$ cat src/rtl/mvma_pkg.sv
// Shared types, codes and binary32 helper functions for the matrix-vector accumulator.
package mvma_pkg;

  localparam logic [1:0] OP_LOAD   = 2'd0;
  localparam logic [1:0] OP_ACC    = 2'd1;
  localparam logic [1:0] OP_READ   = 2'd2;
  localparam logic [1:0] OP_UNUSED = 2'd3;

  localparam logic [1:0] CFG_ROWS  = 2'd0;
  localparam logic [1:0] CFG_COLS  = 2'd1;
  localparam logic [1:0] CFG_ALPHA = 2'd2;

  localparam logic [31:0] QNAN      = 32'h7FC0_0000;
  localparam logic [31:0] INF       = 32'h7F80_0000;
  localparam logic [31:0] ALPHA_RST = 32'h3F80_0000;

  localparam int QDEPTH = 4;
  localparam int QAW    = 2;

  typedef logic signed [12:0] exp_t;

  typedef struct packed {
    logic [23:0] sig;
    exp_t        e;
  } unp_t;

  typedef struct packed {
    logic [1:0]  op;
    logic [9:0]  row;
    logic [31:0] y_value;
    logic [31:0] a_value;
    logic [31:0] x_value;
    logic        last;
  } mvma_item_t;

  typedef struct packed {
    logic full;
    logic empty;
  } q_stat_t;

  function automatic logic is_nan(input logic [31:0] v);
    return v[30:0] > INF[30:0];
  endfunction

  function automatic logic is_inf(input logic [31:0] v);
    return v[30:0] == INF[30:0];
  endfunction

  function automatic logic is_zero(input logic [31:0] v);
    return v[30:0] == 31'd0;
  endfunction

  // A finite nonzero value equals sig * 2^e.
  function automatic unp_t unpack(input logic [31:0] v);
    unp_t u;
    if (v[30:23] == 8'd0) begin
      u.sig = {1'b0, v[22:0]};
      u.e   = -13'sd149;
    end else begin
      u.sig = {1'b1, v[22:0]};
      u.e   = $signed({5'b0, v[30:23]}) - 13'sd150;
    end
    return u;
  endfunction

  function automatic logic [5:0] lzc64(input logic [63:0] v);
    logic [5:0] n;
    n = '0;
    for (int i = 0; i < 64; i++) begin
      if (v[i]) begin
        n = 6'(63 - i);
      end
    end
    return n;
  endfunction

endpackage

$ cat src/rtl/mvma_queue.sv
// Short queue that decouples the front end from the arithmetic back end.
module mvma_queue (
  input  logic                 clk,
  input  logic                 rst_n,
  input  logic                 push,
  input  mvma_pkg::mvma_item_t din,
  input  logic                 pop,
  output mvma_pkg::mvma_item_t dout,
  output mvma_pkg::q_stat_t    qstat
);
  import mvma_pkg::*;

  mvma_item_t   slot_r [QDEPTH];
  logic [QAW-1:0] wptr_r, wptr_nxt, rptr_r, rptr_nxt;
  logic [QAW:0]   cnt_r, cnt_nxt;

  assign dout        = slot_r[rptr_r];
  assign qstat.full  = cnt_r == (QAW+1)'(QDEPTH);
  assign qstat.empty = cnt_r == '0;

  always_comb begin
    wptr_nxt = push ? wptr_r + 1'b1 : wptr_r;
    rptr_nxt = pop  ? rptr_r + 1'b1 : rptr_r;
    cnt_nxt  = cnt_r + (QAW+1)'(push) - (QAW+1)'(pop);
  end

  always_ff @(posedge clk) begin
    if (push) begin
      slot_r[wptr_r] <= din;
    end
  end

  always_ff @(posedge clk) begin
    if (!rst_n) begin
      wptr_r <= '0;
      rptr_r <= '0;
      cnt_r  <= '0;
    end else begin
      wptr_r <= wptr_nxt;
      rptr_r <= rptr_nxt;
      cnt_r  <= cnt_nxt;
    end
  end

endmodule

$ cat config.mk
export PLATFORM = sky130hd
export DESIGN_NAME = mvma_queue
export DESIGN_NICKNAME = d
export VERILOG_FILES = /design/src/rtl/mvma_pkg.sv /design/src/rtl/mvma_queue.sv
export SDC_FILE = /design/constraint.sdc
export NUM_CORES = 1
export LEC_CHECK = 0
export ABC_AREA = 1
export BUFFER_PORTS_ARGS = -buffer_cell sky130_fd_sc_hd__buf_4
export CAP_MARGIN = 20
export CORE_ASPECT_RATIO = 1.25
export CORE_UTILIZATION = 45
export CTS_CLUSTER_DIAMETER = 100
export DETAILED_ROUTE_END_ITERATION = 8
export MAX_ROUTING_LAYER = met4
export PLACE_DENSITY = 0.62
export SLEW_MARGIN = 0
export SYNTH_ARGS = -nofsm -noshare
export SYNTH_HDL_FRONTEND = slang
export SYNTH_SLANG_ARGS = --single-unit
$ cat constraint.sdc
create_clock -name clk -period 4.5 [get_ports clk]
set_input_delay 0.9 -clock clk [delete_from_list [all_inputs] [get_ports clk]]
set_output_delay 0.9 -clock clk [all_outputs]
set_load 0.005 [all_outputs]
After elaboration in Yosys (flattened, before gate mapping)
Memories as Yosys holds them, arrays and structs flattened. A register that Yosys moved wholly into a read port is not among the register bits.
Index checks and enable logic that the tools add are counted.
W data, S select, Z words.

cells by class
  $add $sub $neg = 4
  mux-type cells = 4
  reductions and logical operators = 1
  eq/ne operators = 1

operator list
  operator               number
  $add A2 B1 Y2 const B  2
  $mux W2                2
  $add A3 B1 Y3          1
  $eq A3 B3 Y1 const B   1
  $logic_not A3 Y1       1
  $sub A3 B1 Y3          1
  $mux W1                2

word-level totals
  register bits = 7
  memories kept = 1
  RAM bits = 436
  logic and storage cells = 14

memory list
  name    words  bits a word  read ports  clocked after memory_dff  wr ports  line              source
  slot_r  4      109          1           1                         1         mvma_queue.sv:13  mvma_item_t slot_r [QDEPTH];

Depth between registers and ports, before layout
  word-level depth = 3
  gate-level depth with buffers = 8

Least setup slack after synthesis
Ideal clock, no wire load.

  path kind = input to register
  start = input push
  end = memory slot_r[2][0] (netlist bit) (enable)
  library setup time = 0.462 ns
  data arrival time = 3.037 ns
  path slack = 1.001 ns
  stages on the path = 2
  path through = nand2_1 inv_1

on the way
  word-level cells in the longest chain between the ends = 2

RTL lines
  item                           line              source
  start, declared                mvma_queue.sv:5   input logic push,
  $mux W1                        mvma_queue.sv:28  if (push) begin
  $mux W1 (not written as such)  mvma_queue.sv:29  slot_r[wptr_r] <= din;
  end, declared                  mvma_queue.sv:13

Every way passes these cells.

==> flow_summary.html <==
<table>
<tr><th>Metric</th><th>Value</th></tr>
<tr><th colspan="2">Global routing</th></tr>
<tr><td>Gr ovfl total</td><td>0</td></tr>
<tr><td>Global Route Usage Sum</td><td>0.178</td></tr>
<tr><td>Antenna violations before repair</td><td>1</td></tr>
<tr><td>Wire length of the first global-routing pass</td><td>approximately 52 mm</td></tr>
<tr><td>Maximum number of pins on one net before global-route repair</td><td>95</td></tr>
<tr><td>Via count of the first global-routing pass</td><td>a little under 10000</td></tr>
<tr><th colspan="2">Critical path</th></tr>
<tr><td>CP arrival</td><td>approximately 2.5 ns</td></tr>
<tr><td>Ordered list of cells on the worst path</td><td>buf_4 &gt; a21oi_1 &gt; o21ai_0 &gt; nand2_1 &gt; buf_4</td></tr>
<tr><td>Cell count of the worst reg-to-reg path</td><td>5</td></tr>
<tr><td>Kind of end point of the critical path</td><td>primary output</td></tr>
<tr><td>Max Fanout on Critical Path</td><td>94</td></tr>
<tr><td>Endpoint required time on the critical path</td><td>roughly 3.6 ns</td></tr>
<tr><td>CP most frequent cell</td><td>buf_4</td></tr>
<tr><td>Slowest cell on crit path</td><td>dfxtp_4</td></tr>
<tr><td>Worst path max stage delay</td><td>1.00 ns</td></tr>
<tr><td>Type of the worst setup path</td><td>reg2out</td></tr>
<tr><td>Launching element type of the critical path</td><td>register</td></tr>
<tr><th colspan="2">Placed design</th></tr>
<tr><td>Final estimated routing congestion in global placement</td><td>about 0.73</td></tr>
<tr><td>Estimated wirelength of the detail-placed design</td><td>approximately 20 mm</td></tr>
<tr><td>Area post-placement</td><td>19600 um2</td></tr>
<tr><td>Count of input and output buffers</td><td>223</td></tr>
<tr><th colspan="2">Clock tree</th></tr>
<tr><td>H-Tree Level Count</td><td>2</td></tr>
<tr><td>Clk_lat worst skew</td><td>~0.54 ns</td></tr>
<tr><td>Clock buffers created by TritonCTS</td><td>45</td></tr>
<tr><td>Buffer type at the clock tree root</td><td>clkbuf_16</td></tr>
<tr><td>Hold-fix buffers at CTS</td><td>0</td></tr>
<tr><td>Number of sinks on the clock net</td><td>roughly 450</td></tr>
<tr><td>Clock slew at reported path FFs</td><td>~0.06 ns</td></tr>
<tr><td>Deepest clock path buffer count</td><td>3</td></tr>
<tr><td>Post-CTS setup buffer count</td><td>0</td></tr>
<tr><td>Number of resized instances in the post-cts repair step</td><td>0</td></tr>
<tr><td>CTS tree</td><td>built</td></tr>
<tr><th colspan="2">Power and ir drop</th></tr>
<tr><td>Share of total power in the clock network</td><td>0.382</td></tr>
<tr><td>Peak VDD IR</td><td>between 0.2 and 0.3 mV</td></tr>
<tr><td>Sequential cell fraction of total power</td><td>0.524</td></tr>
<tr><td>LEAKAGE</td><td>a little over 8 nW</td></tr>
<tr><td>Internal power</td><td>a little over 7 mW</td></tr>
<tr><td>Power Density</td><td>around 440 nW/um2</td></tr>
<tr><td>Switching Share</td><td>0.219</td></tr>
<tr><td>Part of the total power dissipated in combinational logic</td><td>0.094</td></tr>
<tr><td>Switching Power</td><td>between 2 and 2.5 mW</td></tr>
<tr><th colspan="2">Floorplanning</th></tr>
<tr><td>Die footprint</td><td>39500 um2</td></tr>
<tr><td>I/O pin count</td><td>between 200 and 250</td></tr>
<tr><td>Number of cell rows</td><td>80</td></tr>
<tr><td>Die Span Y</td><td>222 um</td></tr>
<tr><td>Placeable core region</td><td>38100 um2</td></tr>
<tr><td>X dimension of the die</td><td>~180 um</td></tr>
<tr><td>Initial Util</td><td>0.456</td></tr>
<tr><th colspan="2">Synthesis</th></tr>
<tr><td>Mean instance size in the synthesized netlist</td><td>approximately 13 um2</td></tr>
<tr><td>Number of distinct library cells after synthesis</td><td>16</td></tr>
<tr><td>Total of flip-flops plus latches after synthesis</td><td>about 450</td></tr>
<tr><td>Post-Synthesis Net Count</td><td>1446</td></tr>
<tr><td>Dominant cells by area after synthesis</td><td>edfxtp_1, inv_1, nand2_1</td></tr>
<tr><td>Share of the yosys chip area belonging to registers</td><td>0.762</td></tr>
<tr><td>Most area-hungry cell type in the Yosys netlist</td><td>edfxtp_1</td></tr>
<tr><td>Netlist Area Pre-Place</td><td>roughly 17000 um2</td></tr>
<tr><td>Fraction of synthesized cell area taken by the top area cell type</td><td>0.752</td></tr>
<tr><td>Post-synthesis instance total</td><td>approximately 1300</td></tr>
<tr><td>Total of warnings raised by yosys</td><td>0</td></tr>
<tr><th colspan="2">Timing</th></tr>
<tr><td>Max Fclk</td><td>~0.3 GHz</td></tr>
<tr><td>Final total negative setup slack</td><td>0 ns</td></tr>
<tr><td>Count of final max-slew check failures</td><td>0</td></tr>
<tr><td>Unrepaired setup endpoints after global routing</td><td>false</td></tr>
<tr><td>Final hold violations</td><td>0</td></tr>
<tr><td>Final setup violation count</td><td>0</td></tr>
<tr><td>Relative slew slack</td><td>0.350</td></tr>
<tr><td>Final period utilization</td><td>0.751</td></tr>
<tr><td>Clock tree skew after final layout</td><td>0.0112 ns</td></tr>
<tr><td>Tightest Pin Transition</td><td>0.974 ns</td></tr>
<tr><td>Final critical delay including setup and external delays</td><td>approximately 3.4 ns</td></tr>
<tr><th colspan="2">Detailed routing</th></tr>
<tr><td>Drt total wl</td><td>about 34 mm</td></tr>
<tr><td>Drt via density</td><td>about 4.9</td></tr>
<tr><td>Count of nets left with antenna violations after detail routing</td><td>0</td></tr>
<tr><td>Total vias in the final route</td><td>about 10000</td></tr>
<tr><td>Number of detailed-routing iterations run before antenna repair</td><td>5</td></tr>
<tr><td>Drc violations</td><td>0</td></tr>
<tr><td>Average detailed-routed wire length per instance</td><td>~16 um</td></tr>
<tr><td>First DRT Iteration DRCs</td><td>around 660</td></tr>
<tr><th colspan="2">Min path</th></tr>
<tr><td>Cell depth of the worst hold path</td><td>2</td></tr>
<tr><td>Class of the most critical hold timing path</td><td>reg2reg</td></tr>
<tr><th colspan="2">Cells and area</th></tr>
<tr><td>Layout filler cell count</td><td>around 3100</td></tr>
<tr><td>Fraction of final layout cells with drive strength greater than 1</td><td>0.195</td></tr>
<tr><td>Layout overhead on the synthesized area</td><td>20.9%</td></tr>
<tr><td>Total non-filler cell area in the finished layout</td><td>21000 um2</td></tr>
<tr><td>Sequential cell area</td><td>roughly 13000 um2</td></tr>
<tr><td>Area of the multi-input gates</td><td>about 2900 um2</td></tr>
<tr><td>NumNets Final</td><td>roughly 1700</td></tr>
<tr><th colspan="2">Flow run</th></tr>
<tr><td>Count of maximum capacitance violations</td><td>0</td></tr>
<tr><th colspan="2">Status</th></tr>
<tr><td>Result of the run</td><td>finished, final reports clean</td></tr>
</table>
-- cell type report --
class / instances / area share
repair buffers: 244 / 0.0918
multi-input cells: 576 / 0.139
flip-flops and latches: 445 / 0.631
inverters: 233 / 0.0420
well taps: 492 / 0.0293
diodes: 1 / 0.000119
clock buffers: 61 / 0.0594
clock inverters: 22 / 0.00702
-- cells in the final DEF, fill, tap and decap left out, types with 2 or more instances in the layout --
| cell type | Yosys | final |
|---|---|---|
| dfxtp_4 | 0 | 2 |
| clkbuf_8 | 0 | 2 |
| dfxtp_1 | 9 | 7 |
| bufinv_16 | 0 | 2 |
| buf_4 | 4 | 236 |
| clkinv_1 | 0 | 13 |
| clkbuf_16 | 0 | 47 |
| buf_12 | 0 | 8 |
| o211ai_1 | 109 | 109 |
| nand2_1 | 228 | 228 |
| a21oi_1 | 115 | 115 |
| clkinv_2 | 0 | 6 |
| ha_1 | 6 | 6 |
| o21ai_0 | 113 | 113 |
| inv_1 | 233 | 229 |
| edfxtp_1 | 436 | 436 |
| nor2_1 | 2 | 2 |
| inv_4 | 0 | 4 |
| clkbuf_1 | 24 | 12 |
-- critical path, delay by kind of cell (launching register included) --
family	cells	cell delay [ns]
flip-flops	1	1.00
AND/OR/NAND/NOR	1	0.11
AO/OA/AOI/OAI	2	0.21
buffers and inverters	2	0.59
-- cell families after synthesis --
logic type,count (synthesis),synth area share
compound gates,337,0.113
fa+ha+maj,7,0.00546
buf+inv,305,0.0694
flops,445,0.762
simple gates,232,0.0502
-- state kept, by name (all words and copies together) (netlist names), named ones only --
signal  flops
slot_r    436
cnt_r       3
rptr_r      2
wptr_r      2
-- synth_stat cells --
cell,count
o211ai_1,109
o21ai_0,113
nor2_1,2
clkbuf_1,24
nor3_1,1
ha_1,6
fa_1,1
inv_1,233
buf_2,38
a21oi_1,115
nand2_1,228
buf_4,4
nand3_1,1
dfxtp_1,9
edfxtp_1,436
buf_1,6
-- worst paths after layout --
kind	start	endpoint	slack, ns
hold reg to reg	rptr_r[1]	register	0.45
hold / removal	rptr_r[1]	register	0.45
setup / recovery	register	dout[65]	1.12
setup reg to reg	wptr_r[0]	slot_r[0][104]	2.36
-- stage by stage --
stage / utilization / instances / worst slack, ns / power, mW / hold slack [ns]
floorplan: - / 1326 / 1.00 / 5.29 / 0.436
global placement: 0.515 / 1990 / 1.72 / 5.75 / 0.440
detailed placement: 0.515 / 1990 / 1.68 / 5.77 / 0.447
CTS: 0.552 / 2073 / 1.06 / 9.28 / 0.458
global route: 0.552 / 2074 / 0.926 / 9.54 / 0.473
finish: 0.552 / 2074 / 1.12 / 9.18 / 0.453
-- layer usage --
layer / vias up / GRT usage / part of all wire
li1: 5065 / - / -
met1: 4878 / 0.217 / 0.42
met2: 237 / 0.290 / 0.49
met3: 62 / 0.0394 / 0.056
met4: 0 / 0.0640 / 0.027
met5: - / - / 0
-- power groups by stage --
stage | Clock (mW) | Combinational, mW | Sequential, mW
floorplan | 0 | 0.420 | 4.87
global placement | 0 | 0.858 | 4.89
detailed placement | 0 | 0.874 | 4.90
CTS | 3.59 | 0.877 | 4.81
global route | 3.76 | 0.961 | 4.82
finish | 3.51 | 0.859 | 4.81
(Power assumes the default switching activity.)
