<file path="src/rtl/mvma_pkg.sv">
// Shared types, codes and binary32 helper functions for the matrix-vector accumulator.
package mvma_pkg;

  localparam logic [1:0] OP_LOAD   = 2'd0;
  localparam logic [1:0] OP_ACC    = 2'd1;
  localparam logic [1:0] OP_READ   = 2'd2;
  localparam logic [1:0] OP_UNUSED = 2'd3;

  localparam logic [1:0] CFG_ROWS  = 2'd0;
  localparam logic [1:0] CFG_COLS  = 2'd1;
  localparam logic [1:0] CFG_ALPHA = 2'd2;

  localparam logic [31:0] QNAN      = 32'h7FC0_0000;
  localparam logic [31:0] INF       = 32'h7F80_0000;
  localparam logic [31:0] ALPHA_RST = 32'h3F80_0000;

  localparam int QDEPTH = 4;
  localparam int QAW    = 2;

  typedef logic signed [12:0] exp_t;

  typedef struct packed {
    logic [23:0] sig;
    exp_t        e;
  } unp_t;

  typedef struct packed {
    logic [1:0]  op;
    logic [9:0]  row;
    logic [31:0] y_value;
    logic [31:0] a_value;
    logic [31:0] x_value;
    logic        last;
  } mvma_item_t;

  typedef struct packed {
    logic full;
    logic empty;
  } q_stat_t;

  function automatic logic is_nan(input logic [31:0] v);
    return v[30:0] > INF[30:0];
  endfunction

  function automatic logic is_inf(input logic [31:0] v);
    return v[30:0] == INF[30:0];
  endfunction

  function automatic logic is_zero(input logic [31:0] v);
    return v[30:0] == 31'd0;
  endfunction

  // A finite nonzero value equals sig * 2^e.
  function automatic unp_t unpack(input logic [31:0] v);
    unp_t u;
    if (v[30:23] == 8'd0) begin
      u.sig = {1'b0, v[22:0]};
      u.e   = -13'sd149;
    end else begin
      u.sig = {1'b1, v[22:0]};
      u.e   = $signed({5'b0, v[30:23]}) - 13'sd150;
    end
    return u;
  endfunction

  function automatic logic [5:0] lzc64(input logic [63:0] v);
    logic [5:0] n;
    n = '0;
    for (int i = 0; i < 64; i++) begin
      if (v[i]) begin
        n = 6'(63 - i);
      end
    end
    return n;
  endfunction

endpackage

</file>
<file path="src/rtl/mvma_front.sv">
// Front end: configuration registers, input acceptance and matrix position tracking.
module mvma_front #(
  parameter int MAX_ROWS = 1024
) (
  input  logic                 clk,
  input  logic                 rst_n,
  input  logic                 in_valid,
  output logic                 in_stall,
  input  logic [1:0]           in_opcode,
  input  logic [9:0]           in_row,
  input  logic [31:0]          in_y_value,
  input  logic [31:0]          in_matrix_value,
  input  logic [31:0]          in_x_value,
  input  logic                 cfg_valid,
  output logic                 cfg_ready,
  input  logic [1:0]           cfg_index,
  input  logic [31:0]          cfg_data,
  output logic [31:0]          alpha,
  output logic                 push,
  output mvma_pkg::mvma_item_t item,
  input  mvma_pkg::q_stat_t    qstat
);
  import mvma_pkg::*;

  localparam int RowLimit = (MAX_ROWS < 1024) ? MAX_ROWS : 1024;

  logic [10:0] rows_r, rows_nxt;
  logic [15:0] cols_r, cols_nxt;
  logic [31:0] alpha_r, alpha_nxt;
  logic [9:0]  row_cnt_r, row_cnt_nxt;
  logic [15:0] col_cnt_r, col_cnt_nxt;
  logic [10:0] m;
  logic [15:0] n;
  logic        row_end, col_end, accept;

  assign cfg_ready = 1'b1;
  assign in_stall  = qstat.full;
  assign accept    = in_valid && !qstat.full;
  assign alpha     = alpha_r;

  always_comb begin
    if (rows_r == 11'd0) begin
      m = 11'd1;
    end else if (rows_r > 11'(RowLimit)) begin
      m = 11'(RowLimit);
    end else begin
      m = rows_r;
    end
    n       = (cols_r == 16'd0) ? 16'd1 : cols_r;
    row_end = {1'b0, row_cnt_r} >= (m - 11'd1);
    col_end = col_cnt_r >= (n - 16'd1);
  end

  always_comb begin
    rows_nxt    = rows_r;
    cols_nxt    = cols_r;
    alpha_nxt   = alpha_r;
    row_cnt_nxt = row_cnt_r;
    col_cnt_nxt = col_cnt_r;
    if (cfg_valid) begin
      case (cfg_index)
        CFG_ROWS:  rows_nxt  = cfg_data[10:0];
        CFG_COLS:  cols_nxt  = cfg_data[15:0];
        CFG_ALPHA: alpha_nxt = cfg_data;
        default:   ;
      endcase
    end
    if (accept && in_opcode == OP_ACC) begin
      if (row_end) begin
        row_cnt_nxt = 10'd0;
        col_cnt_nxt = col_end ? 16'd0 : col_cnt_r + 16'd1;
      end else begin
        row_cnt_nxt = row_cnt_r + 10'd1;
      end
    end
  end

  always_comb begin
    push         = accept && (in_opcode == OP_LOAD || in_opcode == OP_ACC ||
                              in_opcode == OP_READ);
    item.op      = in_opcode;
    item.row     = (in_opcode == OP_ACC) ? row_cnt_r : in_row;
    item.y_value = in_y_value;
    item.a_value = in_matrix_value;
    item.x_value = in_x_value;
    item.last    = (in_opcode == OP_ACC) && row_end && col_end;
  end

  always_ff @(posedge clk) begin
    if (!rst_n) begin
      rows_r    <= 11'd1024;
      cols_r    <= 16'd1;
      alpha_r   <= ALPHA_RST;
      row_cnt_r <= '0;
      col_cnt_r <= '0;
    end else begin
      rows_r    <= rows_nxt;
      cols_r    <= cols_nxt;
      alpha_r   <= alpha_nxt;
      row_cnt_r <= row_cnt_nxt;
      col_cnt_r <= col_cnt_nxt;
    end
  end

endmodule

</file>
<file path="config.mk">
export PLATFORM = sky130hd
export DESIGN_NAME = mvma_front
export DESIGN_NICKNAME = d
export VERILOG_FILES = /design/src/rtl/mvma_pkg.sv /design/src/rtl/mvma_front.sv
export SDC_FILE = /design/constraint.sdc
export NUM_CORES = 1
export LEC_CHECK = 0
export BUFFER_PORTS_ARGS = -buffer_cell sky130_fd_sc_hd__clkbuf_2
export CORE_MARGIN = 2
export CORE_UTILIZATION = 41
export DETAILED_ROUTE_END_ITERATION = 10
export PLACE_DENSITY = 0.87
export SYNTH_ARGS = -nofsm -noshare
export SYNTH_HDL_FRONTEND = slang
export SYNTH_SLANG_ARGS = --single-unit
export TNS_END_PERCENT = 30
</file>
<file path="constraint.sdc">
create_clock -name clk -period 4.45 [get_ports clk]
set_clock_uncertainty 0.2 [all_clocks]
set_input_delay 0.2225 -clock clk [delete_from_list [all_inputs] [get_ports clk]]
set_output_delay 0.2225 -clock clk [all_outputs]
set_load 0.01 [all_outputs]
</file>
## Word-level counts from Yosys, hierarchy flattened

Index checks and enable logic that the tools add are counted.

- Flip-flop bits (word level): 85
- Bits of input ports: 148
- Logic and storage cells: 38

- Add/subtract/negate cells: 4
- $lt $le $gt $ge: 3
- Eq/ne operators: 4
- Mux-type cells: 6
- Reduce and logical (&&, ||, !) cells: 16

Operator list:

| cell | number |
|---|---|
| $mux 16 | 2 |
| $mux 11 | 2 |
| $mux 10 | 2 |
| $add 16x1->16 const B | 1 |
| $ge 16x16->1 | 1 |
| $logic_not 16->1 | 1 |
| $sub 16x1->16 const B | 1 |
| $ge 10x11->1 | 1 |
| $gt 11x11->1 const B | 1 |
| $logic_not 11->1 | 1 |
| $sub 11x1->11 const B | 1 |
| $add 10x1->10 const B | 1 |
| $reduce_and 2->1 | 4 |
| $logic_and 1x1->1 | 5 |
| $eq 2x1->1 const B | 2 |
| $eq 2x2->1 const B | 2 |
| $logic_not 2->1 | 2 |
| $logic_or 1x1->1 | 2 |
| $logic_not 1->1 | 1 |

## Depth between registers and ports, before layout

Gate-level depths: netlist of run 1.

- Word-level depth: 7
- Gate-level depth with buffers: 20
- Gate-level depth less buffers: 18

## Worst setup path after synthesis of run 1

OpenSTA, ideal clock, no wires.

- Path type: flip-flop to flip-flop
- Start point: register cols_r[8]
- End point: register col_cnt_r[3]
- Data arrival time: 4.153 ns
- Required time: 4.168 ns
- Path slack: 0.015 ns
- Cell stages (with the launch flop): 20
- Clock period less this slack: 4.435 ns
- Cells stage by stage: dfxtp_1 > or4_1 > or3_1 > nor3_1 > nand2_1 > nor2_1 > nor2_1 > ha_1 > nand3_1 > nor3_1 > xnor2_1 > ha_1 > a21oi_1 > a21boi_0 > a2111oi_4 > o211ai_2 > or3_1 > buf_2 > or3_1 > o221ai_1

- Word-level cells in the longest chain between the ends: 5

RTL lines:

| what | line | RTL |
|---|---|---|
| start, declared | mvma_front.sv:28 | `logic [15:0] cols_r, cols_nxt;` |
| start signal, assigned | mvma_front.sv:98 | `cols_r <= cols_nxt;` |
| $logic_not 16->1 | mvma_front.sv:49 | `n = (cols_r == 16'd0) ? 16'd1 : cols_r;` |
| $mux 16 (*) | mvma_front.sv:49 |  |
| $sub 16x1->16 (*) | mvma_front.sv:51 | `col_end = col_cnt_r >= (n - 16'd1);` |
| $ge 16x16->1 (*) | mvma_front.sv:51 |  |
| $mux 16 (*) | mvma_front.sv:71 | `col_cnt_nxt = col_end ? 16'd0 : col_cnt_r + 16'd1;` |
| end signal, assigned | mvma_front.sv:101 | `col_cnt_r <= col_cnt_nxt;` |
| end, declared | mvma_front.sv:31 | `logic [15:0] col_cnt_r, col_cnt_nxt;` |

Every way passes the cells marked *; elsewhere a longest branch is shown, timed or not.
A chain may end at the register's enable or synchronous reset.

## Final worst setup path of run 1

Ends and elaborated chain as after synthesis.

==> run metrics, run 1 <==
status=completed; RSZ-0062 raised after global routing=yes; Seq pwr share=44.9%; Int Pwr=0.001297 W; leakage power=2.568 nW; Core ar.=0.01267 mm²; clk_lat worst skew=0.34 ns; vias in the first global route=4404; CP arrival=4.45 ns; Avg Cell Area, Syn=8.119 µm²; Post-synth top flop=dfxtp_1; residual DRC count=0; critical path fanouts, max=7; vias per std cell=5.207; fin area=0.006040 mm²; Die Y-Extent=118.2 µm; Final setup viols=0; global-route usage over all layers=18.02%; Cell Rows=41; worst-margin pin slew=1.126 ns; postcts setup bufs=0; Total Wirelength=12570 µm; Post-Synthesis Cells=658; Clock power frac=39.5%; Net Sw Power=0.0004803 W; die width=118.2 µm; Comb pwr share=15.7%; non-filler instance count after layout=868; Initial Utilization=42.16%; DP HPWL=8338 µm; relative slew slack=24.90%; routed len/inst=14.48 µm; count leader, synth=nand2_1; final period utilization=98.45%; Worst EP required=4.51 ns; crit start category=register; Post-synth EDFFs=0; synth cell count leaders=nand2_1 (127), buf_4 (100), dfxtp_1 (85), a21boi_0 (42), nor2_1 (33); Power Density=294.3 mW/mm²; max-slew violations=0; number of synthesized register bits=85; worst setup path class=reg2reg; initial antenna violation count=0; R2R Setup Slk=0.07 ns; Total Power=0.001777 W; number of DRC markers in iteration 0=174; Sinks on Clock Net=85; hold path start=cfg_index[0]; Fin. Hold Viols=0; reg2reg start=cols_r[8]$_SDFFE_PN0P_; final worst path period need=4.381 ns; Root Driver=clkbuf_16; # Max-Cap Violations=0; die footprint=0.01396 mm²; met3 wire len=763 µm; Post-DRT Antenna Nets=0; pre-CTS setup slack=-0.001084 ns; Max rail drop VDD=0.0002491 V; Ports=292; worst setup margin=0.06879 ns; top sig layer=met4; GRT Residual Overflow=0; Critical Path, Cell by Cell=or4_4 > or3_4 > nor3_2 > buf_4 > nand2_1 > nor2_1 > nor2_1 > ha_2 > nand2_1 > xor2_1 > ha_1 > o21ai_1 > a211oi_2 > a2111oi_4 > o211ai_2 > or3_4 > or3_1 > o221ai_1; Worst path max stage delay=0.53 ns; FMAX=228.2 MHz; TritonCTS clock tree=done; Ant. Diodes=0; Num CTS Buffers=9; synth top area cells=dfxtp_1 (32%), buf_4 (14%), nand2_1 (8.9%), ha_1 (7.0%), a21boi_0 (5.9%); GP Congestion=0.8613; dpl cells=820; WL met1=5482 µm; CP startpoint=cols_r[8]$_SDFFE_PN0P_; Placed Area=0.005333 mm²; Via Count=4520; sequential area share after synthesis=31.85%; H-Tree Depth=3; share of cells above drive strength 1=23.56%; routed wl met2=6001 µm; Layout area overhead=13.04%; post-layout net count=869; Post-Syn Area=0.005343 mm²; Reg clk slew, reported paths=0.07 ns; Switching Fraction=27.02%; Crit-path slowest cell=or4_4; async set or reset register ratio after synthesis=0%; top cell type's share of synthesized area=31.85%; Synth cell types=50; first-pass GRT wire length=20700 µm; Util after Layout=47.66%; Worst Hold Class=in2reg; clock tree buffer depth=2; DR pass1 iterations=5; largest net degree at the start of global routing=65; PortBufs=97; Crit. End Element=register; post-synth top area cell=dfxtp_1; Synth warnings=0; syn_nets=836
==> final cells by class <==
cell class              instances  area [µm²]
inverters                       9       33.78
multi-input cells             438        2858
clock inverters                 6       46.29
fillers                      1146        6631
clock buffers                  10       229.0
flip-flops and latches         85        1702
well taps                     172       215.2
repair buffers                148       955.9
==> cells in the final DEF (no fill, tap or decap), drive strengths merged, types with 2 or more instances in the layout <==
cell,n
nand2,127
clkbuf,106
dfxtp,85
a21boi,42
nor2,33
dlygate4sd3,32
ha,30
o21ai,23
nand3,20
buf,20
a21oi,12
xor2,12
nor2b,11
mux2i,11
inv,11
a21o,10
xnor2,9
mux2,9
nor3,9
nand4,8
and3,8
nand2b,7
nor4,7
nor3b,6
o2bb2ai,5
o211ai,5
or3,5
or4,3
a2111oi,3
o22ai,2
a32oi,2
and2,2
nand3b,2
or2,2
o221ai,2
clkinvlp,2
o31ai,2
a211oi,2
clkinv,2
==> what timing repair did <==
action	4_1_cts	5_1_grt
pin swaps	1	5
hold endpoints to repair	47	0
resized for setup	3	20
hold buffers	32	0
setup endpoints to repair	6	16
==> power by group through the flow <==
stage               sequential (W)  clock [W]  combinational, W
floorplan                 0.000816          0          0.000239
global placement          0.000812          0          0.000236
detailed placement        0.000813          0          0.000241
CTS                       0.000796   0.000709          0.000268
global route              0.000799   0.000739          0.000309
finish                    0.000797   0.000701          0.000279
==> path summary, 6_finish.rpt <==
check                              end  cells past startpoint
max reg2reg  col_cnt_r[3]$_SDFFE_PN0P_                     18
min reg2reg      alpha[8]$_SDFFE_PN0P_                      2
max          col_cnt_r[3]$_SDFFE_PN0P_                     18
min            rows_r[10]$_SDFFE_PN1P_                      3
==> worst max-delay path, delay by kind of cell (launching register included) <==
family                     cells  cell delay [ns]
and+or+nand+nor                9             2.12
AOI/OAI and AO/OA              5             0.89
adders and majority gates      2             0.46
DFF                            1             0.31
xor gates and xnor gates       1             0.20
buffers and inverters          1             0.14
==> state kept, by name, summed over array words and instances, names as in the netlist <==
register / flops
alpha: 32
col_cnt_r: 16
cols_r: 16
row_cnt_r: 10
rows_r: 11
==> cells by family (layout without fill, tap and decap cells) <==
group / after synthesis / after routing / synth area share [%]
other cells: 1 / 1 / 0.07019
buf+inv: 135 / 173 / 16.70
simple gates: 252 / 252 / 21.71
flops: 85 / 85 / 31.85
fa+ha+maj: 30 / 30 / 7.026
compound gates: 114 / 114 / 15.25
mux: 20 / 20 / 3.958
xor+xnor: 21 / 21 / 3.443
==> per-layer routing <==
metal	track usage (%)	up-vias
met5	0	-
met4	7.530	0
met3	5.357	41
met2	30.27	167
met1	21.35	2100
li1	-	2212
==> stage by stage <==
step                      setup TNS, ns  hold slack (ns)
after detailed placement      -0.001084           0.2450
final                                 0           0.1654
after floorplan                       0           0.1467
after CTS                             0           0.1566
after global placement                0           0.2288
after global routing            -0.6490           0.2066
No activity file was read; power rests on OpenSTA's default activity.
==> run 2: changes to the inputs <==
--- a/config.mk
+++ b/config.mk
@@ -6,7 +6,7 @@
 export NUM_CORES = 1
 export LEC_CHECK = 0
 export BUFFER_PORTS_ARGS = -buffer_cell sky130_fd_sc_hd__clkbuf_2
-export CORE_MARGIN = 2
+export CORE_MARGIN = 5
 export CORE_UTILIZATION = 41
 export DETAILED_ROUTE_END_ITERATION = 10
 export PLACE_DENSITY = 0.87
==> run 2 against run 1 <==
Compared with the run above:
- critical path depth up 1
- cell area is 0.75% higher
- worst hold slack better by 0.041 ns
- flip-flop and latch count did not move
- setup slack got worse by 0.029 ns
- via count up 2.1%
- core utilization grew 0.16 points
- sequential share of layout area fell by 0.19 points
==> run metrics, run 2 (synthesized netlist as in run 1, its figures left out) <==
GRT Residual Overflow=0; status=completed; Reg clk slew, reported paths=0.06 ns; Ant. Diodes=0; die footprint=0.01541 mm²; post-layout net count=870; routed len/inst=15.19 µm; clock tree buffer depth=2; # Max-Cap Violations=0; largest net degree at the start of global routing=65; clk_lat worst skew=0.34 ns; Die Y-Extent=124.2 µm; die width=124.2 µm; Critical Path, Cell by Cell=or4_4 > or3_4 > nor3_2 > buf_4 > nand2_2 > nor2_2 > nor2_2 > ha_2 > nand3_2 > buf_4 > xor2_1 > ha_1 > nand4_1 > a211oi_2 > a2111oi_4 > o211ai_2 > or3_4 > or3_1 > o221ai_1; Worst Hold Class=in2reg; RSZ-0062 raised after global routing=yes; max-slew violations=0; most frequent cells in the layout=nand2_1 (126), clkbuf_2 (96), dfxtp_1 (84); share of cells above drive strength 1=24.53%; Num CTS Buffers=9; max FFs per register=32; Worst path max stage delay=0.53 ns; Max rail drop VDD=0.0002687 V; Worst EP required=4.51 ns; Buf/Inv on CP=2; WL met1=5446 µm; vias per std cell=5.313; DP HPWL=8786 µm; Layout area overhead=13.89%; Crit. End Element=register; initial antenna violation count=0; FMAX=226.8 MHz; TritonCTS clock tree=done; Total Power=0.001847 W; leakage power=2.594 nW; Crit-path slowest cell=or4_4; GP Congestion=0.8421; top sig layer=met4; worst setup margin=0.03996 ns; number of DRC markers in iteration 0=185; relative slew slack=23.71%; Core ar.=0.01272 mm²; H-Tree Depth=3; Cell Rows=41; pre-CTS setup slack=-0.01849 ns; crit start category=register; DR pass1 iterations=5; Final setup viols=0; CP arrival=4.47 ns; worst-margin pin slew=1.144 ns; Power Density=303.6 mW/mm²; Post-DRT Antenna Nets=0; residual DRC count=0; Initial Utilization=41.99%; final worst path period need=4.410 ns; commonest non-fill, non-tap cell in the layout=nand2_1; multi-input logic area=0.002867 mm²; Fin. Hold Viols=0; PortBufs=97; routed wl met2=6182 µm; Fillers=1160; TNS Setup=0 ns; worst setup path class=reg2reg; final period utilization=99.10%; WHS=0.2067 ns; Total Wirelength=13200 µm; vias in the first global route=4421; Ports=292; met3 wire len=1091 µm; storage element area=0.001703 mm²; CP delay by family, top=simple AND/OR/NAND/NOR gates; global-route usage over all layers=16.85%; Root Driver=clkbuf_16; first-pass GRT wire length=20710 µm; critical path fanouts, max=6; Via Count=4617; Sinks on Clock Net=85
run 2: cell types whose count changed in the layout (fill, tap and decap cells not counted), moves of 2 or more:
cell / change
clkinvlp_4: -2
nor2_2: +2
nor2_1: -2
buf_4: +2
run 2: area by class of cell:
cell class	count	share of cell area, %
Clock inverter	7	1.337
Multi-Input combinational cell	438	47.11
Sequential cell	85	27.99
Clock buffer	9	3.701
Tap cell	172	3.537
Timing Repair Buffer	149	15.77
Inverter	9	0.5552
run 2: worst min-delay path: stages:
cell      delay (ns)
clkbuf_2        0.12
nor3b_2         0.15
o211ai_1        0.21
run 2: final timing paths:
kind | from | to | slack (ns) | cells after the start
max | cols_r[8]$_SDFFE_PN0P_ | col_cnt_r[3]$_SDFFE_PN0P_ | 0.04 | 19
min | cfg_index[0] | rows_r[10]$_SDFFE_PN1P_ | 0.21 | 3
max reg2reg | cols_r[8]$_SDFFE_PN0P_ | col_cnt_r[3]$_SDFFE_PN0P_ | 0.04 | 19
min reg2reg | alpha[15]$_SDFFE_PN0P_ | alpha[15]$_SDFFE_PN0P_ | 0.26 | 2
run 2: per-stage QoR:
step	instance area, µm²	util (%)	cells
after global routing	6085	47.83	869
final	6085	47.83	869
after CTS	5971	46.93	866
after floorplan	5343	-	658
after global placement	5318	41.80	818
after detailed placement	5318	41.80	818
run 2: where the power goes:
| part | total (W) | switching [W] | internal [W] |
|---|---|---|---|
| logic | 0.000287 | 0.000149 | 0.000138 |
| clock network | 0.000762 | 0.000318 | 0.000443 |
| registers | 0.000798 | 0.0000177 | 0.000781 |
run 2: layer usage:
layer,vias up,GRT usage [%]
met2,202,27.47
met5,-,0
met4,0,7.187
met1,2151,19.68
met3,46,6.585
li1,2218,-
run 2: what timing repair did:
item                       CTS  global route
setup buffers                0             3
hold endpoints to repair    50             0
setup endpoints to repair    9            16
hold buffers                32             0
resized for setup            5            22
pin swaps                    1             9
